### src/hw/rtl/fbb_pkg.sv
// Shared types and constants of the framebuffer pixel blend block.
// No dependencies; every other file of the block imports this package.
package fbb_pkg;

	localparam int RGB_W     = 24;
	localparam int CHAN_W    = 8;
	localparam int ALPHA_W   = 8;
	localparam int PIXEL_W   = 32;
	localparam int OFFS_W    = 34;
	localparam int DIM_W     = 16;
	localparam int PITCH_W   = 18;
	localparam int BPP_W     = 3;
	localparam int LAYOUT_W  = 9;
	localparam int SIZE_W    = 4;
	localparam int SHIFT_W   = 5;
	localparam int CFG_IDX_W = 3;
	localparam int CFG_DAT_W = 18;

	localparam logic [BPP_W-1:0]  BPP_MAX    = 3'd4;
	localparam logic [SIZE_W-1:0] CHAN_SZ_MAX = 4'd8;

	typedef logic [RGB_W-1:0]    rgb_t;
	typedef logic [CHAN_W-1:0]   chan_t;
	typedef logic [PIXEL_W-1:0]  pixel_t;
	typedef logic [LAYOUT_W-1:0] layout_t;

	typedef enum logic [CFG_IDX_W-1:0] {
		REG_ENABLED     = 3'd0,
		REG_WIDTH       = 3'd1,
		REG_HEIGHT      = 3'd2,
		REG_PITCH       = 3'd3,
		REG_BPP         = 3'd4,
		REG_RED_LAYOUT  = 3'd5,
		REG_GRN_LAYOUT  = 3'd6,
		REG_BLU_LAYOUT  = 3'd7
	} cfg_idx_t;

	typedef struct packed {
		logic               enabled;
		logic [DIM_W-1:0]   width;
		logic [DIM_W-1:0]   height;
		logic [PITCH_W-1:0] pitch;
		logic [BPP_W-1:0]   bpp;      // already saturated to 4
		layout_t            red;
		layout_t            green;
		layout_t            blue;
	} fbb_cfg_t;

	// field size saturated to 8
	function automatic logic [SIZE_W-1:0] chan_size(input layout_t lay);
		logic [SIZE_W-1:0] s;
		s = lay[SIZE_W-1:0];
		return (s > CHAN_SZ_MAX) ? CHAN_SZ_MAX : s;
	endfunction

	function automatic logic [SHIFT_W-1:0] chan_shift(input layout_t lay);
		return lay[LAYOUT_W-1:SIZE_W];
	endfunction

endpackage

### src/hw/rtl/fbb_pack.sv
// Packs 8-bit red, green and blue channels into a raw pixel word.
// Depends on fbb_pkg for the config struct and layout helpers.
module fbb_pack
	import fbb_pkg::*;
(
	input  fbb_cfg_t cfg,
	input  rgb_t     rgb,
	output pixel_t   raw
);
	layout_t lay [3];
	pixel_t  part [3];

	assign lay[0] = cfg.red;
	assign lay[1] = cfg.green;
	assign lay[2] = cfg.blue;

	for (genvar c = 0; c < 3; c++) begin : g_chan
		chan_t v;

		// keep the top bits of the channel; bits past bit 31 fall off
		always_comb begin
			v       = rgb[RGB_W-1-CHAN_W*c -: CHAN_W] >> (CHAN_SZ_MAX - chan_size(lay[c]));
			part[c] = PIXEL_W'(v) << chan_shift(lay[c]);
		end
	end

	assign raw = part[0] | part[1] | part[2];

endmodule

### config.mk
export PLATFORM = sky130hd
export DESIGN_NAME = fbb_pack
export DESIGN_NICKNAME = d
export VERILOG_FILES = /design/src/hw/rtl/fbb_pkg.sv /design/src/hw/rtl/fbb_pack.sv
export SDC_FILE = /design/constraint.sdc
export NUM_CORES = 1
export LEC_CHECK = 0
export ABC_CLOCK_PERIOD_IN_PS = 10450
export CAP_MARGIN = 40
export CORE_ASPECT_RATIO = 1.75
export CORE_UTILIZATION = 60
export DETAILED_ROUTE_END_ITERATION = 6
export DONT_BUFFER_PORTS = 1
export PLACE_DENSITY_LB_ADDON = 0.08
export SKIP_LAST_GASP = 1
export SYNTH_ARGS = -nofsm -noshare
export SYNTH_HDL_FRONTEND = slang
export SYNTH_SLANG_ARGS = --single-unit
### constraint.sdc
create_clock -name vclk -period 10.45
set_input_delay 2.09 -clock vclk [all_inputs]
set_output_delay 2.09 -clock vclk [all_outputs]
set_load 0.01 [all_outputs]
**Word-level counts from Yosys, hierarchy flattened**

Index checks and enable logic that the tools add are counted.

- Muxes and demuxes: 3
- Shifts and indexed selects: 6
- Bitwise gates (word level): 2
- $lt $le $gt $ge: 3
- $add $sub $neg: 3

Operators with widths:

| operator | number |
|---|---|
| $shl A8 B5 Y32 | 3 |
| $or A32 B32 Y32 | 2 |
| $shr A8 B4 Y8 | 3 |
| $gt A4 B4 Y1 const B | 3 |
| $mux W4 | 3 |
| $sub A4 B4 Y4 const A | 3 |

- Word-level logic and storage cells: 17
- Register bits: 0

**Longest topological paths before layout**

- Depth after elaboration: 7
- Mapped depth: 15
- Mapped depth without buffers: 11

**Least setup slack after synthesis**

No wires, ideal clock.

- Path kind: input port to output port
- Start point: input cfg[3] in the netlist's numbering
- End point: output raw[13]
- Path buffers: 3
- Cell stages on the path: 14
- Arrival: 4.734 ns
- Required time: 8.360 ns
- Path slack: 3.626 ns
- Cell sequence: buf_2 > nor2b_2 > inv_2 > buf_6 > ha_1 > buf_4 > or3b_4 > o32a_1 > a21oi_1 > o32ai_2 > o22ai_2 > mux2i_1 > o22a_1 > o21ai_1

- Word-level cells in the longest chain between the ends: 6

RTL lines:

| what | RTL line | source |
|---|---|---|
| start, declared | fbb_pack.sv:6 | `input fbb_cfg_t cfg,` |
| $gt A4 B4 Y1 | fbb_pkg.sv:53 | `return (s > CHAN_SZ_MAX) ? CHAN_SZ_MAX : s;` |
| $mux W4 (*) | fbb_pkg.sv:53 |  |
| $sub A4 B4 Y4 (*) | fbb_pack.sv:22 | `v = rgb[RGB_W-1-CHAN_W*c -: CHAN_W] >> (CHAN_SZ_MAX - chan_size(lay[c]));` |
| $shr A8 B4 Y8 (*) | fbb_pack.sv:22 |  |
| $shl A8 B5 Y32 (*) | fbb_pack.sv:23 | `part[c] = PIXEL_W'(v) << chan_shift(lay[c]);` |
| $or A32 B32 Y32 (*) | fbb_pack.sv:27 | `assign raw = part[0] \| part[1] \| part[2];` |
| end, declared | fbb_pack.sv:8 | `output pixel_t raw` |

Mark *: on every way between the ends. The rest lies on a longest branch, timed or not.

**Worst setup path in the final report**

- Start point: input cfg[18] in the netlist's numbering
- End point: output raw[13]

- Word-level cells in the longest chain between the ends: 7

RTL lines:

| what | RTL line |
|---|---|
| $gt A4 B4 Y1 | fbb_pkg.sv:53 |
| $mux W4 (*) | fbb_pkg.sv:53 |
| $sub A4 B4 Y4 (*) | fbb_pack.sv:22 |
| $shr A8 B4 Y8 (*) | fbb_pack.sv:22 |
| $shl A8 B5 Y32 (*) | fbb_pack.sv:23 |
| $or A32 B32 Y32 (*) (2 in series) | fbb_pack.sv:27 |

Marks and branches as above.

==> run metrics <==
simple-gate area share of the yosys netlist=28.5%; Slew @ Worst Pin=0.769 ns; failing checks=design-rule violations; Tcrit/Tclk final=73.4%; Required @ worst endpoint=8.36 ns; worst min-delay path class=in -> out; synth top area cells=mux2i_1 9.8%, nor2_1 5.8%, nand2_1 5.6%; Chip Width=60.2 um; Placeable Area=0.00563 mm^2; cells after synthesis=530; CP endpoint kind=output pin; Routability Congestion=1.05; Post-Syn Area=0.00356 mm^2; FMAX=0.130 GHz; Critical Path Fanout Max=14; setup bufs post-CTS=0; largest family of logic cells by synthesized area=compound AO/OA/AOI/OAI gates; status=complete, but fails checks; Avg WL per Cell=24.2 um; final setup fails=0; Die ar.=0.00626 mm^2; first-pass GRT wire length=20400 um; syn_nets=638; Detail Route Antenna Nets=0; Initial Util=63.2%; commonest cells in the netlist=55 x nor2_1, 53 x nand2_1, 35 x mux2i_1, 29 x a21oi_1, 22 x inv_1; fraction of layout cells with a size suffix above 1=10.2%; clock buffers=0; Pwr Total=0.219 mW; Worst Setup Start Kind=primary input; arrival time worst endpoint=5.58 ns; Avg Inst Size Synth=6.72 um^2; vias in the first global route=4087; Slew Limit Fails=0; gr ovfl total=0; max_slew headroom=48.5%; total wire length=13700 um; post-synthesis sequential area ratio=0%; Detail Placement HPWL=11000 um; DR vias=4472; Post-Route Setup TNS=0 ns; Synth Area in XOR/XNOR=1.16%; Fin. Hold Viols=0; drt first-iter violations=509; CTS resizes=0; Pleak=1.22 nW; max_cap viols=0; worst vdd ir=0.0300 mV; RSZ-0062 raised after global routing=false; Via density=7.87; WHS=4.29 ns; Yosys cell types=84; Post-Synth Adder-Cell Area=1.05%; largest area contributor in the netlist=mux2i_1; Site Rows=36; largest net degree at the start of global routing=25; Area Growth Syn to Fin=-2.56%; top cell type's share of synthesized area=9.84%; fraction of synthesized area in multiplexers=15.2%; IO buf count=0; min Tclk post-route=7.67 ns; most numerous cell in the Yosys netlist=nor2_1; die height=104 um; Ys Warns=0; FF+latch count=0; Crit Path Class=in -> out; CTS Hold Bufs=0; DR DRC count=1; initial antenna violation count=0; DRT Pass-1 Iters=7; complex-gate fraction of the synthesized area=46.0%; Nets=602; FF/Latch Area=0 um^2; # IOs=137; Power Dens Cells=63.1 mW/mm^2; # diodes=0; Overall Global Routing Usage=42.3%
## layout make-up
type	count	area (um^2)
well taps	76	95.1
multi-input cells	465	3270
inverters	27	101
fillers	553	2160
## layout by cell type (no fill, tap or decap), types with 11 or more instances in the layout
cell      instances
mux2_2           13
inv_1            22
o21ai_0          20
o221ai_1         17
nor3_1           15
mux2i_1          35
a21oi_1          29
nand2b_1         12
nand3_1          16
nor2_1           55
a32oi_1          11
nand2_1          53
## worst max-delay path, cell delays in order
cell and delay (ns):
nor2b_1 0.46, inv_2 0.21, ha_1 0.66, mux2_2 0.42
a211oi_1 0.28, a2111oi_0 0.13, a221oi_1 0.51, a2bb2oi_1 0.42
o22ai_1 0.12, a21oi_1 0.13, o21ai_1 0.14
## metal layers
metal  track usage [%]  share of wire [%]  up-vias
met5                 0                  0        -
met2              71.4                 48      278
li1                  -                  -     2030
met1              41.8                 33     2085
met4              31.7                9.5        0
met3              10.2                9.3       79
## metrics by stage
step	std cells	util (%)	instance area (um^2)	setup WS, ns
after floorplan	530	-	3560	3.63
after global placement	568	61.6	3470	2.87
after detailed placement	568	61.6	3470	2.82
after CTS	568	61.6	3470	2.82
after global routing	568	61.6	3470	2.52
final	568	61.6	3470	2.78
## report_power, final
| part | total, mW | switching (mW) | leakage (nW) | internal [mW] |
|---|---|---|---|---|
| registers | 0 | 0 | 0 | 0 |
| clock network | 0 | 0 | 0 | 0 |
| logic | 0.219 | 0.138 | 1.22 | 0.0813 |
| total | 0.219 | 0.138 | 1.22 | 0.0813 |
## kinds of logic after synthesis
| kind of cell | Yosys count |
|---|---|
| adder cells (fa/ha/maj) | 3 |
| AND/OR/NAND/NOR | 200 |
| multiplexers | 50 |
| AO/OA/AOI/OAI | 209 |
| XOR/XNOR | 3 |
| buffers and inverters | 65 |
## worst paths after layout
path,startpoint,end,depth (start not counted)
hold / removal,cfg[8],raw[13],1
setup / recovery,cfg[18],raw[13],11
Power figures use the tool's default switching activity.
