## config.mk

```make
export PLATFORM = sky130hd
export DESIGN_NAME = fbb_cfg_regs
export DESIGN_NICKNAME = d
export VERILOG_FILES = /design/src/hw/rtl/fbb_pkg.sv /design/src/hw/rtl/fbb_cfg_regs.sv
export SDC_FILE = /design/constraint.sdc
export NUM_CORES = 1
export LEC_CHECK = 0
export ABC_CLOCK_PERIOD_IN_PS = 1500
export BUFFER_PORTS_ARGS = -buffer_cell sky130_fd_sc_hd__buf_2
export CORE_UTILIZATION = 30
export DETAILED_ROUTE_END_ITERATION = 8
export GPL_TIMING_DRIVEN = 0
export PLACE_DENSITY_LB_ADDON = 0.12
export SETUP_SLACK_MARGIN = 0.5
export SYNTH_ARGS = -nofsm -noshare
export SYNTH_HDL_FRONTEND = slang
export SYNTH_SLANG_ARGS = --single-unit
```

## constraint.sdc

```tcl
create_clock -name clk -period 1.5 [get_ports clk]
set_input_delay 0.075 -clock clk [delete_from_list [all_inputs] [get_ports clk]]
set_output_delay 0.075 -clock clk [all_outputs]
set_load 0.05 [all_outputs]
```

## src/hw/rtl/fbb_pkg.sv

```systemverilog
// Shared types and constants of the framebuffer pixel blend block.
// No dependencies; every other file of the block imports this package.
package fbb_pkg;

	localparam int RGB_W     = 24;
	localparam int CHAN_W    = 8;
	localparam int ALPHA_W   = 8;
	localparam int PIXEL_W   = 32;
	localparam int OFFS_W    = 34;
	localparam int DIM_W     = 16;
	localparam int PITCH_W   = 18;
	localparam int BPP_W     = 3;
	localparam int LAYOUT_W  = 9;
	localparam int SIZE_W    = 4;
	localparam int SHIFT_W   = 5;
	localparam int CFG_IDX_W = 3;
	localparam int CFG_DAT_W = 18;

	localparam logic [BPP_W-1:0]  BPP_MAX    = 3'd4;
	localparam logic [SIZE_W-1:0] CHAN_SZ_MAX = 4'd8;

	typedef logic [RGB_W-1:0]    rgb_t;
	typedef logic [CHAN_W-1:0]   chan_t;
	typedef logic [PIXEL_W-1:0]  pixel_t;
	typedef logic [LAYOUT_W-1:0] layout_t;

	typedef enum logic [CFG_IDX_W-1:0] {
		REG_ENABLED     = 3'd0,
		REG_WIDTH       = 3'd1,
		REG_HEIGHT      = 3'd2,
		REG_PITCH       = 3'd3,
		REG_BPP         = 3'd4,
		REG_RED_LAYOUT  = 3'd5,
		REG_GRN_LAYOUT  = 3'd6,
		REG_BLU_LAYOUT  = 3'd7
	} cfg_idx_t;

	typedef struct packed {
		logic               enabled;
		logic [DIM_W-1:0]   width;
		logic [DIM_W-1:0]   height;
		logic [PITCH_W-1:0] pitch;
		logic [BPP_W-1:0]   bpp;      // already saturated to 4
		layout_t            red;
		layout_t            green;
		layout_t            blue;
	} fbb_cfg_t;

	// field size saturated to 8
	function automatic logic [SIZE_W-1:0] chan_size(input layout_t lay);
		logic [SIZE_W-1:0] s;
		s = lay[SIZE_W-1:0];
		return (s > CHAN_SZ_MAX) ? CHAN_SZ_MAX : s;
	endfunction

	function automatic logic [SHIFT_W-1:0] chan_shift(input layout_t lay);
		return lay[LAYOUT_W-1:SIZE_W];
	endfunction

endpackage

```

## src/hw/rtl/fbb_cfg_regs.sv

```systemverilog
// Configuration register file of the pixel blend block.
// Depends on fbb_pkg for the register index codes and the config struct.
module fbb_cfg_regs
	import fbb_pkg::*;
(
	input  logic                 clk,
	input  logic                 arst_n,
	input  logic                 cfg_write,
	input  logic [CFG_IDX_W-1:0] cfg_index,
	input  logic [CFG_DAT_W-1:0] cfg_data,
	output fbb_cfg_t             cfg
);
	logic               enabled_q;
	logic [DIM_W-1:0]   width_q;
	logic [DIM_W-1:0]   height_q;
	logic [PITCH_W-1:0] pitch_q;
	logic [BPP_W-1:0]   bpp_q;
	layout_t            red_q;
	layout_t            green_q;
	layout_t            blue_q;
	cfg_idx_t           idx;

	assign idx = cfg_idx_t'(cfg_index);

	always_ff @(posedge clk or negedge arst_n) begin
		if (!arst_n) begin
			enabled_q <= 1'b0;
			width_q   <= '0;
			height_q  <= '0;
			pitch_q   <= '0;
			bpp_q     <= BPP_MAX;
			red_q     <= '0;
			green_q   <= '0;
			blue_q    <= '0;
		end else if (cfg_write) begin
			unique case (idx)
				REG_ENABLED:    enabled_q <= cfg_data[0];
				REG_WIDTH:      width_q   <= cfg_data[DIM_W-1:0];
				REG_HEIGHT:     height_q  <= cfg_data[DIM_W-1:0];
				REG_PITCH:      pitch_q   <= cfg_data[PITCH_W-1:0];
				REG_BPP:        bpp_q     <= cfg_data[BPP_W-1:0];
				REG_RED_LAYOUT: red_q     <= cfg_data[LAYOUT_W-1:0];
				REG_GRN_LAYOUT: green_q   <= cfg_data[LAYOUT_W-1:0];
				REG_BLU_LAYOUT: blue_q    <= cfg_data[LAYOUT_W-1:0];
			endcase
		end
	end

	always_comb begin
		cfg.enabled = enabled_q;
		cfg.width   = width_q;
		cfg.height  = height_q;
		cfg.pitch   = pitch_q;
		cfg.bpp     = (bpp_q > BPP_MAX) ? BPP_MAX : bpp_q;
		cfg.red     = red_q;
		cfg.green   = green_q;
		cfg.blue    = blue_q;
	end

endmodule

```

Word-level counts from Yosys, hierarchy flattened
Index checks and enable logic that the tools add are counted.
{"block": "totals", "ff_bits": 81, "latchBits": 0, "ramBits": 0, "rom_bits": 0, "inputBits": 24, "output_inout_bits": 81, "elab_cells": 26, "memories": 0}
{"block": "classes", "add_sub_neg": 0, "mul": 0, "div": 0, "order_cmp": 1, "n_eq_ne": 7, "n_shift": 0, "n_mux": 1, "n_bitwise": 0, "n_reduce_logical": 9}
{"op": "2-bit AND reduction", "n": 8}
{"op": "3-bit == test, second input constant", "n": 4}
{"op": "3-bit by 2-bit == test with 1-bit output, second input constant", "n": 2}
{"op": "3-bit by 1-bit == test with 1-bit output, second input constant", "n": 1}
{"op": "3-bit > comparator, second input constant", "n": 1}
{"op": "3-bit zero test", "n": 1}
{"op": "3-bit two-way mux", "n": 1}

Depth between registers and ports, before layout
Gate-level depths: netlist of the first run.
{"block": "depth", "word_depth": 2, "mapped_depth": 5, "mapped_depth_nobuf": 2}

Worst setup path before layout of the first run
OpenSTA, ideal clock, no wires.
{"block": "synth_path", "kind": "input port to flip-flop", "startpoint": "in cfg_write", "endpoint": "reg height_q[10]", "setup_ps": 125, "t_arrival_ps": 1014, "required_time_ps": 1375, "path_slack_ps": 360, "cell_stages": 5, "n_path_buf": 3, "cell_sequence": "buf_2 and4bb_1 buf_6 buf_12 mux2_4"}
{"block": "synth_via", "elab_chain_cells": 1}
{"element": "start: declaration", "line": "fbb_cfg_regs.sv:8", "rtl": "input logic cfg_write,"}
{"element": "2-bit AND reduction (no source line)"}
{"element": "end signal: assignment", "line": "fbb_cfg_regs.sv:39", "rtl": "REG_HEIGHT: height_q <= cfg_data[DIM_W-1:0];"}
{"element": "end: declaration", "line": "fbb_cfg_regs.sv:15", "rtl": "logic [DIM_W-1:0] height_q;"}
Every way passes these cells.
A chain may end at the register's enable or synchronous reset.

==> impl_metrics.tcl, run 1 <==
set metrics [dict create \
    status "complete, no violations" \
    synth_top_cell_area_share_pct 61.3 \
    fillers 959 \
    cellPowerDensity_nw_per_um2 1720 \
    finalCritPeriodShare_pct 81.9 \
    drv_slew 0 \
    grt_pass1_wl_um 12000 \
    htreeDepth 3 \
    core_area_um2 10500 \
    cts_buffers 9 \
    synthArstFlopShare_pct 100 \
    finalHoldViolCount 0 \
    grt_pass1_vias 2199 \
    ys_seq_elements 81 \
    post-route-drc-count 0 \
    gp_congestion 0.660 \
    vias 2041 \
    critical_path.top_delay_family "flip-flops" \
    cts_tree "built" \
    crit_type "flip-flop to output pin" \
    antenna_found_initial 0 \
    drtIter0Drc 47 \
    dieArea_um2 11300 \
    drtAntennaViolNets 0 \
    finalInstanceArea_um2 4950 \
    tightest_slew_ns 0.468 \
    crit_arrival_ns 1.15 \
    leakage_nw 2.32 \
    ir_worst_vdd_uv 683 \
    die_h_um 106 \
    grtUsageTotal_pct 14.1 \
    grt_overflow 0 \
    synth_compound_area_share_pct 0 \
    finalCriticalPeriod_ns 1.23 \
    synth_fa_ha_area_share_pct 0 \
    reg2reg_slack_ns 0.59 \
    setup_violations 0 \
    routedWlPerCell_um 16.1 \
    crit_path_start_kind "flip-flop" \
    rsz0062_at_grt "true" \
    ys_seq_area_share_pct 62.1 \
    n_antenna_cell 0 \
    die_w_um 106 \
    slew_headroom_pct 68.8 \
    synth-edff-count 0 \
    hold-path-cell-count 2 \
    synth_xor_area_share_pct 0 \
    layout-drive-gt1-share_pct 71.0 \
    netlist_area_um2 3270 \
    syn_inst 183 \
    max_freq_mhz 814 \
    required_ns 1.42 \
    yosysMostFrequentCell "dfrtp_1" \
    finalClockSkew_ns 0 \
    cts_num_sinks 81 \
    end_kind "output pin" \
    drv_cap 0 \
    synth_top_family_by_area "multiplexers" \
    start_util_pct 31.2 \
    r2r_cells 2 \
    dr.pass1.iters 4 \
    syn-mean-instance-area_um2 17.9 \
    hold_path.class "input pin to flip-flop" \
    rows 37 \
    cts_buffer_depth 2 \
    crit_chain "buf_6, buf_8" \
    yosys.area.top_type "dfrtp_1" \
    critPathMaxFanout 4 \
    crit_slowest_cell "dfstp_2" \
    path_buf_inv 2 \
    synth_mux_area_share_pct 30.2 \
    layout.nets 347 \
    cp.depth 2 \
    netlist_top_cells_count "dfrtp_1, mux2_2, mux2_4" \
    hold_ws_ns 0.0402 \
    synthSimpleGateAreaFrac_pct 3.83 \
    insertion_delay_ns 0.35 \
    cts_root_buf "clkbuf_8" \
    synth-warning-count 0 \
    wl_um 7460 \
    area_delta_synth_final_pct 51.5 \
    placed_area_um2 3980 \
    portBuffers 100 \
    dp_hpwl_um 4840 \
    grt_max_degree 50 \
    path_clk_slew_ns 0.09 \
    syn_nets 207 \
    yosysUniqueCellTypes 17 \
    synthTopCellsByArea "dfrtp_1, mux2_2, mux2_4, buf_6, buf_12" \
    num_io_pins 105 \
    critPathMaxStageDelay_ns 0.57 \
    vias_per_cell 4.40 \
    synth_flop_cell "dfrtp_1" \
]
flip-flops by register name (all words and copies together) (netlist names):
| register | flops |
|---|---|
| blue_q | 9 |
| bpp_q | 3 |
| enabled_q | 1 |
| green_q | 9 |
| height_q | 16 |
| pitch_q | 18 |
| red_q | 9 |
| width_q | 16 |
routing by layer:
metal	routed length (µm)	track usage, %
met5	0	0
met4	85	4.46
met3	393	4.29
met2	3600	22.8
met1	3390	18.1
cell families after synthesis:
kind of cell  after synthesis
buf+inv                    11
flops                      81
mux                        81
simple gates               10
worst register-to-register path, stage by stage, from the launching register on:
cell     delay, ns
dfrtp_1       0.40
buf_4         0.14
mux2_4        0.26
repair_timing:
action / in CTS / in global routing
buffers inserted: 6 / 12
resized for setup: 164 / 3
hold buffers: 10 / 0
setup endpoints to repair: 81 / 81
hold endpoints to repair: 54 / 0
final cells by class:
cell class / count / area [µm²] / area share (%)
buffer: 11 / 145 / 2.93
multi-input combinational: 91 / 1110 / 22.5
timing repair buffer: 129 / 1280 / 25.9
clock buffer: 11 / 151 / 3.06
tap: 136 / 170 / 3.44
clock inverter: 5 / 62.6 / 1.26
sequential: 81 / 2030 / 41.0
report_power, final:
group	total [mW]	internal (mW)	switching, mW
Clock	1.70	0.869	0.828
Sequential	3.01	2.67	0.342
Combinational	3.81	1.57	2.24
layout by cell type (no fill, tap or decap), types with 2 or more instances in the layout:
master and instances:
buf_6 85, dfrtp_1 80, mux2_2 61, buf_4 20, mux2_4 20, buf_2 18, clkbuf_8 11, dlygate4sd3_1 10
buf_8 4, nor2b_1 2, nand4b_2 2, and4bb_1 2, buf_12 2, clkinvlp_4 2
metrics by stage:
| step | std cells | power [mW] | TNS, ns | utilization (%) | worst slack, ns |
|---|---|---|---|---|---|
| floorplan | 183 | 5.24 | 0 | - | 0.367 |
| global placement | 419 | 5.95 | -29.94 | 37.7 | -0.379 |
| detailed placement | 420 | 5.98 | 0 | 38.0 | 0.256 |
| CTS | 452 | 8.51 | 0 | 46.4 | 0.229 |
| global route | 464 | 8.90 | 0 | 47.3 | 0.213 |
| finish | 464 | 8.52 | 0 | 47.3 | 0.272 |
final timing paths:
kind	to	startpoint
worst min register to register	bpp_q[0]	bpp_q[0]
max in group asynchronous	height_q[11]	arst_n
worst max-delay path	cfg[29]	bpp_q[2]
worst max register to register	width_q[10]	width_q[10]
worst min-delay path	width_q[7]	cfg_data[7]
min in group asynchronous	pitch_q[17]	arst_n
No activity file was read; power rests on OpenSTA's default activity.
==> run 2, diff against run 1 <==
--- a/config.mk
+++ b/config.mk
@@ -5,7 +5,7 @@
 export SDC_FILE = /design/constraint.sdc
 export NUM_CORES = 1
 export LEC_CHECK = 0
-export ABC_CLOCK_PERIOD_IN_PS = 1500
+export ABC_CLOCK_PERIOD_IN_PS = 1200
 export BUFFER_PORTS_ARGS = -buffer_cell sky130_fd_sc_hd__buf_2
 export CORE_UTILIZATION = 30
 export DETAILED_ROUTE_END_ITERATION = 8
==> constraint.sdc (replaced) <==
create_clock -name clk -period 1.2 [get_ports clk]
set_input_delay 0.06 -clock clk [delete_from_list [all_inputs] [get_ports clk]]
set_output_delay 0.06 -clock clk [all_outputs]
set_load 0.05 [all_outputs]
==> run 2 against run 1 <==
The run now ends with hold timing, setup timing left. Largest power group unchanged. Sequential share of layout area is 4.0 points lower. Critical endpoint unchanged. Largest cell class unchanged. Final area rose by 13%. Combinational power grew 44%. Clock-buffer cell count decreased by 1. Utilization grew 6.2 points.
==> impl_metrics.tcl, run 2 (synthesis gave the netlist of run 1 again) <==
set metrics [dict create \
    finalCriticalPeriod_ns 1.22 \
    wl_um 8430 \
    fin_util_pct 53.5 \
    vias_per_cell 4.46 \
    crit_type "flip-flop to output pin" \
    vias 2095 \
    start_util_pct 31.2 \
    largestRegisters "pitch_q: 18 flops, height_q: 16 flops, width_q: 16 flops" \
    ir_worst_vdd_uv 1130 \
    fin_ws_ns -0.0210 \
    cts_tree "built" \
    area_delta_synth_final_pct 71.2 \
    dpl_worst_slack_ns -0.0615 \
    use_met1_pct 20.7 \
    die_h_um 106 \
    portBuffers 100 \
    htreeDepth 3 \
    hold_ws_ns -0.417 \
    dieArea_um2 11300 \
    final_cell_mix "mux2_4, buf_6, dfrtp_1" \
    cts_num_sinks 81 \
    violations "hold timing, setup timing" \
    routedWlPerCell_um 17.9 \
    drv_cap 0 \
    drtIter0Drc 50 \
    cellPowerDensity_nw_per_um2 2080 \
    p_int_mw 7.22 \
    layout_commonest_cell "mux2_4" \
    hold_path.class "input pin to asynchronous set/reset pin" \
    core_area_um2 10500 \
    largest_reg_flops 18 \
    required_ns 1.14 \
    p_sw_mw 4.43 \
    status "complete, but fails checks" \
    num_io_pins 105 \
    n_antenna_cell 0 \
    dr.pass1.iters 4 \
    max_freq_mhz 819 \
    die_w_um 106 \
    antenna_found_initial 0 \
    setup_violations 3 \
    insertion_delay_ns 0.35 \
    grt.met3_usage_pct 5.76 \
    finalSetupTns_ns -0.0375 \
    finalHoldViolCount 103 \
    rows 37 \
    grtUsageTotal_pct 15.7 \
    rsz0062_at_grt "true" \
    layout-drive-gt1-share_pct 85.0 \
    drtAntennaViolNets 0 \
    drv_slew 0 \
    leakage_nw 2.72 \
    grt_pass1_vias 2231 \
    tightest_slew_ns 0.348 \
    seqPwrFrac_pct 33.8 \
    switching_share_pct 38.0 \
    combPwrFrac_pct 47.0 \
    finalCritPeriodShare_pct 102 \
    dp_hpwl_um 4950 \
    path_clk_slew_ns 0.09 \
    cts_buffers 9 \
    fillers 911 \
    grt_pass1_wl_um 13300 \
    layout.nets 353 \
    finalClockSkew_ns 0 \
    grt_overflow 0 \
    post-route-drc-count 0 \
    grt_max_degree 64 \
    total_power_mw 11.6 \
    end_kind "output pin" \
    crit_arrival_ns 1.16 \
    gp_congestion 0.655 \
    cts_root_buf "clkbuf_8" \
    grt_use_met2_pct 24.2 \
    crit_path_start_kind "flip-flop" \
    largest-register "pitch_q" \
    top_usage_layer "met2" \
    cts_buffer_depth 2 \
    slew_headroom_pct 76.4 \
    p_clk_share_pct 19.3 \
    critPathMaxFanout 4 \
]
## run 2: worst paths after layout
kind | from | to | slack [ns] | depth (start not counted)
max in group asynchronous | arst_n | bpp_q[2] | 0.95 | 2
max reg2reg | width_q[14] | width_q[14] | 0.28 | 2
min | arst_n | width_q[9] | -0.42 | 1
min in group clk | cfg_data[17] | pitch_q[17] | -0.07 | 2
max | bpp_q[2] | cfg[29] | -0.02 | 2
min reg2reg | bpp_q[0] | bpp_q[0] | 0.52 | 1
## run 2: timing repair
item                       CTS  global route
gates resized for setup    270            20
pin swaps                    2             1
hold endpoints to repair   103           102
setup endpoints to repair  162           162
cloned                       2             0
buffers inserted            16            16
## run 2: worst max-delay path: stages (launching register included)
cell     delay, ns
dfstp_2       0.59
buf_8         0.11
buf_8         0.13
## run 2: layout make-up
| class | instances | area (µm²) | area share (%) |
|---|---|---|---|
| sequential | 81 | 2070 | 37.0 |
| multi-input combinational | 91 | 1370 | 24.4 |
| clock buffer | 10 | 138 | 2.46 |
| clock inverter | 6 | 91.3 | 1.63 |
| timing repair buffer | 135 | 1580 | 28.3 |
| buffer | 11 | 175 | 3.13 |
| tap | 136 | 170 | 3.04 |
## run 2: stage by stage
stage / instances / cell area [µm²]
5_1_grt: 470 / 5600
3_5_place_dp: 420 / 4060
6_report: 470 / 5600
3_3_place_gp: 419 / 4030
2_1_floorplan: 183 / 3360
4_1_cts: 454 / 5410
## run 2: layer usage
layer  wire length, µm  vias up
met2              3820       74
met4                74        0
li1                  -      945
met3               568        7
met1              3960     1069
met5                 0        -
## run 2: power by group through the flow
stage / Sequential, mW / Combinational, mW / Clock [mW]
after floorplan: 5.78 / 0.876 / 0
after global placement: 3.72 / 3.81 / 0
after detailed placement: 3.73 / 3.84 / 0
after CTS: 3.91 / 5.26 / 2.34
after global routing: 4.00 / 5.68 / 2.44
final: 3.93 / 5.47 / 2.24
