<file path="src/hw/rtl/fbb_pkg.sv">
// Shared types and constants of the framebuffer pixel blend block.
// No dependencies; every other file of the block imports this package.
package fbb_pkg;

	localparam int RGB_W     = 24;
	localparam int CHAN_W    = 8;
	localparam int ALPHA_W   = 8;
	localparam int PIXEL_W   = 32;
	localparam int OFFS_W    = 34;
	localparam int DIM_W     = 16;
	localparam int PITCH_W   = 18;
	localparam int BPP_W     = 3;
	localparam int LAYOUT_W  = 9;
	localparam int SIZE_W    = 4;
	localparam int SHIFT_W   = 5;
	localparam int CFG_IDX_W = 3;
	localparam int CFG_DAT_W = 18;

	localparam logic [BPP_W-1:0]  BPP_MAX    = 3'd4;
	localparam logic [SIZE_W-1:0] CHAN_SZ_MAX = 4'd8;

	typedef logic [RGB_W-1:0]    rgb_t;
	typedef logic [CHAN_W-1:0]   chan_t;
	typedef logic [PIXEL_W-1:0]  pixel_t;
	typedef logic [LAYOUT_W-1:0] layout_t;

	typedef enum logic [CFG_IDX_W-1:0] {
		REG_ENABLED     = 3'd0,
		REG_WIDTH       = 3'd1,
		REG_HEIGHT      = 3'd2,
		REG_PITCH       = 3'd3,
		REG_BPP         = 3'd4,
		REG_RED_LAYOUT  = 3'd5,
		REG_GRN_LAYOUT  = 3'd6,
		REG_BLU_LAYOUT  = 3'd7
	} cfg_idx_t;

	typedef struct packed {
		logic               enabled;
		logic [DIM_W-1:0]   width;
		logic [DIM_W-1:0]   height;
		logic [PITCH_W-1:0] pitch;
		logic [BPP_W-1:0]   bpp;      // already saturated to 4
		layout_t            red;
		layout_t            green;
		layout_t            blue;
	} fbb_cfg_t;

	// field size saturated to 8
	function automatic logic [SIZE_W-1:0] chan_size(input layout_t lay);
		logic [SIZE_W-1:0] s;
		s = lay[SIZE_W-1:0];
		return (s > CHAN_SZ_MAX) ? CHAN_SZ_MAX : s;
	endfunction

	function automatic logic [SHIFT_W-1:0] chan_shift(input layout_t lay);
		return lay[LAYOUT_W-1:SIZE_W];
	endfunction

endpackage

</file>
<file path="src/hw/rtl/fbb_unpack.sv">
// Unpacks a raw stored pixel into 8-bit red, green and blue channels.
// Depends on fbb_pkg for the config struct and layout helpers.
module fbb_unpack
	import fbb_pkg::*;
(
	input  fbb_cfg_t cfg,
	input  pixel_t   raw,
	output rgb_t     rgb
);
	pixel_t  raw_m;
	layout_t lay [3];

	assign lay[0] = cfg.red;
	assign lay[1] = cfg.green;
	assign lay[2] = cfg.blue;

	// drop bytes above bytes_per_pixel
	always_comb begin
		unique case (cfg.bpp)
			3'd0:    raw_m = '0;
			3'd1:    raw_m = raw & 32'h0000_00FF;
			3'd2:    raw_m = raw & 32'h0000_FFFF;
			3'd3:    raw_m = raw & 32'h00FF_FFFF;
			default: raw_m = raw;
		endcase
	end

	for (genvar c = 0; c < 3; c++) begin : g_chan
		logic [SIZE_W-1:0] sz;
		logic [SIZE_W-1:0] pad;
		pixel_t            shifted;
		chan_t             field;
		chan_t             mask;

		always_comb begin
			sz      = chan_size(lay[c]);
			pad     = CHAN_SZ_MAX - sz;
			shifted = raw_m >> chan_shift(lay[c]);
			mask    = 8'hFF >> pad;
			field   = shifted[CHAN_W-1:0] & mask;
		end

		// widen the field by a left shift to a full 8-bit channel
		assign rgb[RGB_W-1-CHAN_W*c -: CHAN_W] = field << pad;
	end

endmodule

</file>
<file path="config.mk">
export PLATFORM = sky130hd
export DESIGN_NAME = fbb_unpack
export DESIGN_NICKNAME = d
export VERILOG_FILES = /design/src/hw/rtl/fbb_pkg.sv /design/src/hw/rtl/fbb_unpack.sv
export SDC_FILE = /design/constraint.sdc
export NUM_CORES = 1
export LEC_CHECK = 0
export ABC_AREA = 1
export BUFFER_PORTS_ARGS = -buffer_cell sky130_fd_sc_hd__buf_2
export CORE_MARGIN = 3
export CORE_UTILIZATION = 51
export DETAILED_ROUTE_END_ITERATION = 12
export GPL_TIMING_DRIVEN = 0
export PLACE_DENSITY = 0.91
export SETUP_SLACK_MARGIN = 0.2
export SYNTH_ARGS = -nofsm -noshare
export SYNTH_HDL_FRONTEND = slang
export SYNTH_SLANG_ARGS = --single-unit
</file>
<file path="constraint.sdc">
create_clock -name vclk -period 2.2
set_clock_uncertainty 0.2 [all_clocks]
set_input_delay 0.11 -clock vclk [all_inputs]
set_output_delay 0.11 -clock vclk [all_outputs]
set_load 0.02 [all_outputs]
</file>
==> results of run 1 <==
metrics by stage:
stage	area (um^2)	setup slack, ns
CTS	7160	-0.0323
floorplan	5430	0.119
detailed placement	5990	-0.337
global placement	5990	-0.303
cells by family after synthesis:
group           count (synthesis)
simple gates                  862
mux                             1
fa+ha+maj                      11
buf+inv                       150
compound gates                121
routing by layer:
layer / overflow / global-route usage (%)
met5: 0 / 26.7
met4: 4 / 53.8
met3: 0 / 44.6
met2: 1 / 73.0
met1: 0 / 58.9
timing repair:
action,CTS
setup buffers,39
endpoints found under the hold margin,0
resized for setup,231
cloned,3
pin swaps,78
setup endpoints to repair,24
==> metrics.txt, run 1 <==
top cell type's share of synthesized area 37.1%; Synth Area in Compound Gates 13.0%; run status aborted with a tool error; first error message [ERROR GRT-0232] Routing congestion too high. Check the congestion heatmap in the GUI.; Synth area leaders nand3_1 (37%), nand2_1 (28%), inv_1 (5.4%); Synth top cells by count nand3_1 (390), nand2_1 (388), inv_1 (76), nor2_1 (55), a21oi_1 (51); xor/xnor share of the synthesized area 0%; Last stage global routing; Syn Nets 1269; DIE WIDTH 108 um; worst endpoint from the post-global-route timing repair rgb[7]; Yosys top cell by area nand3_1; gr usage total 58.4%; Distinct cells, synth 33; Netlist Area Pre-Place 0.00526 mm^2; pin count of the biggest net entering global routing 11; simple-gate share of the synthesized area 72.6%; Port Buffers 79; Worst EP kind primary output; Top Ports 137; Die Y-Extent 108 um; dpl hpwl 16400 um; Std-Cell Rows 36; GR Overflow Total 5; post-synthesis sequential area ratio 0%; effective utilization at floorplan 53.1%; mux share of post-synthesis cell area 0.190%; Placer Congestion 1.08; top-count cell post-synth nand3_1; placed cells 1357; largest family of logic cells by synthesized area simple AND/OR/NAND/NOR gates; Syn Inst Count 1145; hold buffer count at CTS 0; area share of fa/ha/maj cells after synthesis 2.62%; Syn Area/Cell 4.59 um^2; Ys Warns 0
==> inputs of run 2 (changes only) <==
Settings changed: CORE_UTILIZATION 51 to 40, PLACE_DENSITY 0.91 to unset, PLACE_DENSITY_LB_ADDON set to 0.15, SETUP_SLACK_MARGIN 0.2 to unset.
Clock period 2.2 ns to 2.9 ns, I/O delays scaled along.
==> run 2 against run 1 <==
Effect of this change:
- the flow now finishes without violations
- synthesized cell count unchanged
- area after synthesis unchanged
==> metrics.txt, run 2 <==
run status complete, no violations; CP top delay family simple AND/OR/NAND/NOR gates; initial antenna violation count 0; Synth area leaders nand3_1 (37%), nand2_1 (28%), inv_1 (5.4%); Vias/cell 5.92; CP Launch Point cfg[29]; LEAKAGE 3.17 nW; Ys Warns 0; Setup Crit Path Kind in -> out; setup violators final 0; Synth top cells by count nand3_1 (390), nand2_1 (388), inv_1 (76), nor2_1 (55), a21oi_1 (51); GR Overflow Total 0; Distinct cells, synth 33; DP Worst Slack 0.0703 ns; HP Class in -> out; die area 0.0146 mm^2; setup TNS 0 ns; Critical Path Most Common Cell nand2_1; min Tclk post-route 2.70 ns; DIE WIDTH 121 um; max-slew violations 0; VDD IR max 140 uV; instance count on the critical path 18; dpl hpwl 17000 um; max_slew headroom 48.7%; top cell type's share of synthesized area 37.1%; Top Ports 137; Syn Inst Count 1145; drt drc 0; fin crit share 93.1%; Buffers & Inverters on Critical Path 4; CP cell instances buf_6 > nor2_4 > nor2_1 > nand2_1 > nand2_1 > nand2_1 > nand2_1 > o21ai_1 > inv_1 > nand2_1 > nand2_1 > nand3_2 > nor2_2 > nand2_1 > nand3_1 > nand2_1 > inv_1 > buf_2; Max Cap Viol 0; effective utilization at floorplan 41.3%; most frequent cells in the layout nand3_1 (390), nand2_1 (384), buf_2 (98), inv_1 (76), nor2_1 (54); # diodes 0; Die Y-Extent 121 um; Final Util 46.7%; Syn Nets 1269; post-route setup slack 0.200 ns; post-synthesis sequential area ratio 0%; top-count cell post-synth nand3_1; upper clock frequency limit 370 MHz; gr usage total 29.1%; layout cells sized above 1 11.1%; WL/cell 15.9 um; Critical Path End Type primary output; Total Nets Final 1355; core area 0.0127 mm^2; Placer Congestion 1.08; sequential cells 0; Netlist Area Pre-Place 0.00526 mm^2; placed cells 1396; actual slew at the worst max-slew pin 0.767 ns; most common cell after layout, fill and taps aside nand3_1; CP startpoint kind input pin; Port Buffers 79; Max FO, Critical Path 10; drt pass-1 iters 6; register area 0 um^2; Yosys top cell by area nand3_1; Std-Cell Rows 41; PD cells 224 mW/mm^2; first-pass GRT wire length 35300 um; RSZ-0062 raised after global routing no; antenna-violating nets left 0; end point of the critical path rgb[22]; Initial DRC Count 1374; critical path's slowest cell nor2_1; pin count of the biggest net entering global routing 11; vias 8288; post-route insts no fill 1401; Hold Fails Final Rpt 0; data required time of the worst path 2.56 ns; clock buffers 0; critical path arrival 2.35 ns; Area Growth Syn to Fin 13.0%; Syn Area/Cell 4.59 um^2; number of global-route vias before repair 7244; WL final 22300 um; Critical Path Max Stage Delay 0.58 ns
## run 2: cells by family (layout without fill, tap and decap cells)
family,Yosys count,in the layout,synth area share (%)
adders and majority gates,11,11,2.62
muxes,1,1,0.190
buffers and inverters,150,234,11.7
and+or+nand+nor,862,862,72.6
AOI/OAI and AO/OA,121,121,13.0
## run 2: routing by layer
metal  vias to the layer above  routed length (um)  global-route usage (%)
met1                      3582                8980                    40.7
met2                       547                9390                    44.8
li1                       4051                   -                       -
met4                         0                1250                    13.3
met3                       108                2660                    2.95
met5                         -                   0                       0
## run 2: through the flow
step	cell area, um^2	total power, mW	hold WS, ns
finish	5940	1.33	0.640
global route	5940	1.48	0.679
CTS	5870	1.29	0.661
detailed placement	5870	1.28	0.663
global placement	5870	1.28	0.658
floorplan	5260	0.926	0.439
## run 2: worst min-delay path by stage
stage | from | to | cells after the start
2_1_floorplan | cfg[21] | rgb[17] | 3
3_3_place_gp | cfg[17] | rgb[8] | 5
3_5_place_dp | cfg[17] | rgb[8] | 5
4_1_cts | cfg[17] | rgb[8] | 5
5_1_grt | cfg[21] | rgb[19] | 5
6_report | cfg[21] | rgb[19] | 5
## run 2: report_power, final
part           switching [mW]  total, mW  internal, mW
Clock                       0          0             0
Combinational           0.906       1.33         0.426
Sequential                  0          0             0
## run 2: cell type report
type	count	area, um^2
timing repair buffer	84	433
multi-input combinational	995	4680
fill	1555	6780
buffer	66	298
inverter	84	319
tap	172	215
## run 2: repair_timing
item	CTS	global route
hold buffers	0	0
setup buffers	0	5
gates resized for setup	0	11
setup endpoints to repair	0	14
(Power assumes the default switching activity.)
==> inputs of run 3 (changes only) <==
Settings changed: ABC_AREA 1 to unset, REMOVE_ABC_BUFFERS set to 1.
==> run 3 against run 2 <==
Effect of this change:
- design area rose by 15%
- non-clock buffer count shrank 27
- area after synthesis increased by 7.5%
- sequential share of layout area is the same
- largest cell class unchanged
- maximum frequency shrank 5.5%
- power grew 8.4%
- combinational power up 8%
- first-iteration DRC count down 46%
- critical path depth is 3 lower
- wire length rose by 5.9%
- worst setup slack got worse by 0.16 ns
- synthesized cell count is 28% lower
- critical endpoint is now rgb[7]
==> metrics.txt, run 3 <==
Setup Crit Path Kind in -> out; die area 0.0156 mm^2; mux share of post-synthesis cell area 25.6%; register area 0 um^2; Yosys top cell by area mux2i_1; post-synthesis sequential area ratio 0%; Syn Area/Cell 6.88 um^2; max_slew headroom 50.2%; CP Launch Point cfg[0]; top-count cell post-synth mux2i_1; gr busiest metal met2; effective utilization at floorplan 41.9%; number of global-route vias before repair 6456; simple-gate share of the synthesized area 29.6%; max-slew violations 0; placed cells 997; met3 GRT Util 1.54%; PD cells 212 mW/mm^2; switching power total 872 uW; fin crit share 98.5%; footprint of the multi-input gates 0.00554 mm^2; area share of fa/ha/maj cells after synthesis 2.43%; LEAKAGE 2.66 nW; sequential cells 0; min Tclk post-route 2.86 ns; Top Ports 137; run status complete, no violations; HP Class in -> out; Std-Cell Rows 42; GR Overflow Total 0; filler instances 1310; antenna-violating nets left 0; most frequent cells in the layout mux2i_1 (91), nor2_1 (72), buf_2 (65), nand2_1 (62), nor3_1 (51); Int Pwr 571 uW; core area 0.0135 mm^2; dpl hpwl 16400 um; end point of the critical path rgb[7]; post-route setup slack 0.0423 ns; Synth top cells by count mux2i_1 (93), nor2_1 (76), nand2_1 (64), nor3_1 (53), o21ai_0 (37); Ys Warns 0; top cell type's share of synthesized area 16.5%; Hold Fails Final Rpt 0; setup violators final 0; VDD IR max 162 uV; data required time of the worst path 2.56 ns; Gate power share 100.0%; Clk pwr share 0%; Total Nets Final 985; Placer Congestion 0.950; # diodes 0; gr usage total 26.8%; Area Growth Syn to Fin 20.6%; Synth Area in Compound Gates 31.9%; hold buffer count at CTS 0; Syn Inst Count 822; DP Worst Slack -1.19 ns; Critical Path End Type primary output; layout cells sized above 1 27.1%; GR Layer Usage met1 38.2%; Initial DRC Count 747; Die Y-Extent 125 um; met2 Usage GRT 45.0%; xor/xnor share of the synthesized area 0%; Port Buffers 86; clock buffers 0; vias 7251; switching part of the total power 60.4%; Synth area leaders mux2i_1 (16%), mux4_2 (6.0%), nor2_1 (5.0%); critical path arrival 2.51 ns; Distinct cells, synth 85; Seq pwr share 0%; largest family of logic cells by synthesized area compound AO/OA/AOI/OAI gates; Final Util 50.5%; pin count of the biggest net entering global routing 49; CP startpoint kind input pin; Vias/cell 7.01; Max FO, Critical Path 6; DIE WIDTH 125 um; Netlist Area Pre-Place 0.00565 mm^2; initial antenna violation count 0; first-pass GRT wire length 35700 um; drt pass-1 iters 5; Critical Path Max Stage Delay 0.32 ns; drt drc 0; most common cell after layout, fill and taps aside mux2i_1; upper clock frequency limit 350 MHz; actual slew at the worst max-slew pin 0.741 ns; Max Cap Viol 0; critical path's slowest cell nor3_2; post-route insts no fill 1035; WL final 23600 um; WL/cell 22.8 um; CP cell instances buf_2 > nor2b_4 > clkinv_4 > ha_4 > inv_2 > ha_4 > nor2_4 > nor3_1 > nand3_1 > o21ai_1 > nor3_2 > a22oi_2 > mux2_2 > a32o_1 > buf_2
==> run 3: changes by cell type after synthesis, moves of 21 or more <==
cell / change
nand3_1: -358
nor2_1: +21
nor3_1: +52
mux2i_1: +92
inv_1: -55
nand2_1: -324
==> run 3: metal layers <==
metal | wire length [um] | share of wire [%]
met4 | 493 | 2.1
met5 | 0 | 0
met1 | 9780 | 41
met3 | 2100 | 8.9
met2 | 11200 | 48
==> run 3: layout make-up <==
| class | count | area share (%) |
|---|---|---|
| multi-input cells | 711 | 81.2 |
| repair buffers | 123 | 13.9 |
| well taps | 176 | 3.23 |
| inverters | 25 | 1.72 |
==> run 3: cells by family after synthesis <==
family / after synthesis
AND/OR/NAND/NOR: 330
AO/OA/AOI/OAI: 247
multiplexers: 121
buffers and inverters: 113
adder cells (fa/ha/maj): 11
==> run 3: power by group through the flow <==
| stage | sequential, mW | combinational (mW) | clock [mW] |
|---|---|---|---|
| CTS | 0 | 1.28 | 0 |
| detailed placement | 0 | 1.20 | 0 |
| global placement | 0 | 1.19 | 0 |
| floorplan | 0 | 0.745 | 0 |
| finish | 0 | 1.44 | 0 |
| global route | 0 | 1.54 | 0 |
==> run 3: how the worst min path moves through the flow <==
| stage | from | to | slack [ns] | depth (start not counted) |
|---|---|---|---|---|
| after floorplan | cfg[3] | rgb[7] | 0.47 | 3 |
| after global placement | cfg[9] | rgb[11] | 0.68 | 5 |
| after detailed placement | cfg[2] | rgb[7] | 0.68 | 5 |
| after CTS | cfg[0] | rgb[7] | 0.66 | 5 |
| after global routing | cfg[0] | rgb[7] | 0.74 | 5 |
| final | cfg[2] | rgb[7] | 0.67 | 5 |
==> run 3: through the flow <==
step                instance area, um^2  hold slack [ns]  power, mW  setup TNS (ns)
finish                             6820            0.665       1.44               0
global route                       6820            0.738       1.54          -0.221
CTS                                6220            0.656       1.28               0
detailed placement                 5850            0.678       1.20          -16.61
global placement                   5810            0.676       1.19          -29.27
floorplan                          5160            0.469      0.745           -1.36
==> run 3: timing repair <==
item	4_1_cts	5_1_grt
endpoints found under the setup margin	24	20
setup buffers	13	20
pin swaps	9	22
cloned	2	3
gates resized for setup	65	85
==> run 3: worst max-delay path: cells and delay by family <==
family                     cells  cell delay, ns
AOI/OAI and AO/OA              3            0.41
muxes                          1            0.29
adders and majority gates      2            0.38
buffers and inverters          4            0.40
and+or+nand+nor                5            0.87
==> inputs of run 4 (changes only) <==
==> constraint.sdc (replaced) <==
create_clock -name vclk -period 2.9
set_clock_uncertainty 0.2 [all_clocks]
set_input_delay 0.725 -clock vclk [all_inputs]
set_output_delay 0.725 -clock vclk [all_outputs]
set_load 0.02 [all_outputs]
==> run 4 against run 3 <==
Effect of this change:
- the run now ends with negative setup slack left
- cell count rose by 5.3%
- sequential share of layout area stayed put
- first-iteration DRC count increased by 16%
- via count is 7.5% higher
- core utilization grew 12 points
- maximum frequency decreased by 27%
- non-clock buffer count up 54
- global-route usage rose by 3.9 points
- largest cell class unchanged
==> metrics.txt, run 4 (synthesis results as in run 3) <==
register area 0 um^2; critical path arrival 2.99 ns; die area 0.0156 mm^2; CP Launch Point raw[25]; Max FO, Critical Path 9; WL final 26500 um; pin count of the biggest net entering global routing 39; Critical Path End Type primary output; first-pass GRT wire length 40400 um; fin crit share 135%; actual slew at the worst max-slew pin 0.716 ns; VDD IR max 171 uV; post-route setup slack -1.02 ns; max-slew violations 0; Buffers & Inverters on Critical Path 2; initial antenna violation count 0; drt pass-1 iters 5; sequential cells 0; Placer Congestion 0.950; Max Cap Viol 0; upper clock frequency limit 255 MHz; Total Nets Final 1040; Placed Area 0.00585 mm^2; run status finished, violations left; instance count on the critical path 10; effective utilization at floorplan 41.9%; clock buffers 0; max_slew headroom 51.9%; LEAKAGE 3.29 nW; Port Buffers 86; CP cell instances buf_8 > mux4_2 > nor3b_4 > a31o_1 > a221o_1 > a221oi_4 > o221a_1 > a21oi_2 > and2_4 > buf_6; data required time of the worst path 1.98 ns; WL/cell 24.3 um; Std-Cell Rows 42; filler instances 1127; end point of the critical path rgb[10]; setup violators final 24; min Tclk post-route 3.92 ns; most frequent cells in the layout mux2i_1 (89), buf_4 (75), nor2_1 (64), nand2_1 (55), nor3_1 (48); Hold Fails Final Rpt 0; antenna-violating nets left 0; gr usage total 30.7%; final non-filler cell area 0.00840 mm^2; CP top delay family compound AO/OA/AOI/OAI gates; DIE WIDTH 125 um; RSZ-0062 raised after global routing yes; GR Overflow Total 0; core area 0.0135 mm^2; Tot Pwr 1.83 mW; Vias/cell 7.15; failing checks negative setup slack; layout cells sized above 1 41.8%; CP startpoint kind input pin; PD cells 219 mW/mm^2; HP Class in -> out; drt drc 0; Setup Crit Path Kind in -> out; Top Ports 137; most common cell after layout, fill and taps aside mux2i_1; Initial DRC Count 863; # diodes 0; hold buffer count at CTS 0; dpl hpwl 16400 um; critical path's slowest cell mux4_2; Die Y-Extent 125 um; Area Growth Syn to Fin 48.5%; footprint of the multi-input gates 0.00615 mm^2; number of global-route vias before repair 7280; vias 7794; Critical Path Max Stage Delay 0.50 ns
-- run 4: cell count changes in the layout (fill, tap and decap cells not counted), sizes merged --
cell	before	now
a21oi	35	36
inv	18	17
clkbuf	5	6
bufbuf	0	9
buf	118	162
clkinvlp	3	5
clkinv	4	3
-- run 4: through the flow --
stage,hold WS (ns),utilization (%),cells,TNS [ns],setup slack [ns]
6_report,1.84,62.2,1090,-20.11,-1.02
3_3_place_gp,1.84,43.0,996,-57.11,-2.66
3_5_place_dp,1.84,43.3,997,-44.45,-2.35
4_1_cts,1.77,57.6,1067,-18.91,-0.998
5_1_grt,1.87,62.2,1090,-21.88,-1.11
2_1_floorplan,1.63,-,734,-25.61,-1.40
-- run 4: per-layer routing --
metal,GRT usage (%),share of wire (%),routed length (um)
met1,41.4,39,10300
met2,51.2,47,12400
met3,3.69,10,2650
met4,9.12,4.1,1100
met5,0,0,0
-- run 4: cell type report --
| class | count | area share, % |
|---|---|---|
| timing repair buffer | 177 | 22.6 |
| tap | 176 | 2.62 |
| multi-input combinational | 712 | 73.3 |
| inverter | 25 | 1.52 |
-- run 4: what timing repair did --
item | 4_1_cts | 5_1_grt
buffers inserted | 58 | 23
cloned | 12 | 2
endpoints found under the setup margin | 24 | 24
pin swaps | 72 | 65
resized for setup | 271 | 87
-- run 4: how the worst min path moves through the flow --
stage          slack, ns  depth (start not counted)   start      end
6_report            1.84                          5  cfg[2]   rgb[7]
2_1_floorplan       1.63                          3  cfg[3]   rgb[7]
3_5_place_dp        1.84                          5  cfg[2]   rgb[7]
4_1_cts             1.77                          5  cfg[3]   rgb[7]
3_3_place_gp        1.84                          5  cfg[9]  rgb[11]
5_1_grt             1.87                          5  cfg[2]   rgb[7]
-- run 4: tightest hold or removal path: cells and delay by family --
family                 cells  cell delay [ns]
AND/OR/NAND/NOR            2             0.19
buffers and inverters      2             0.24
AO/OA/AOI/OAI              1             0.16
-- run 4: power by group --
part / total [mW] / switching (mW) / internal (mW)
Sequential: 0 / 0 / 0
Combinational: 1.83 / 1.01 / 0.824
Clock: 0 / 0 / 0
Total: 1.83 / 1.01 / 0.824
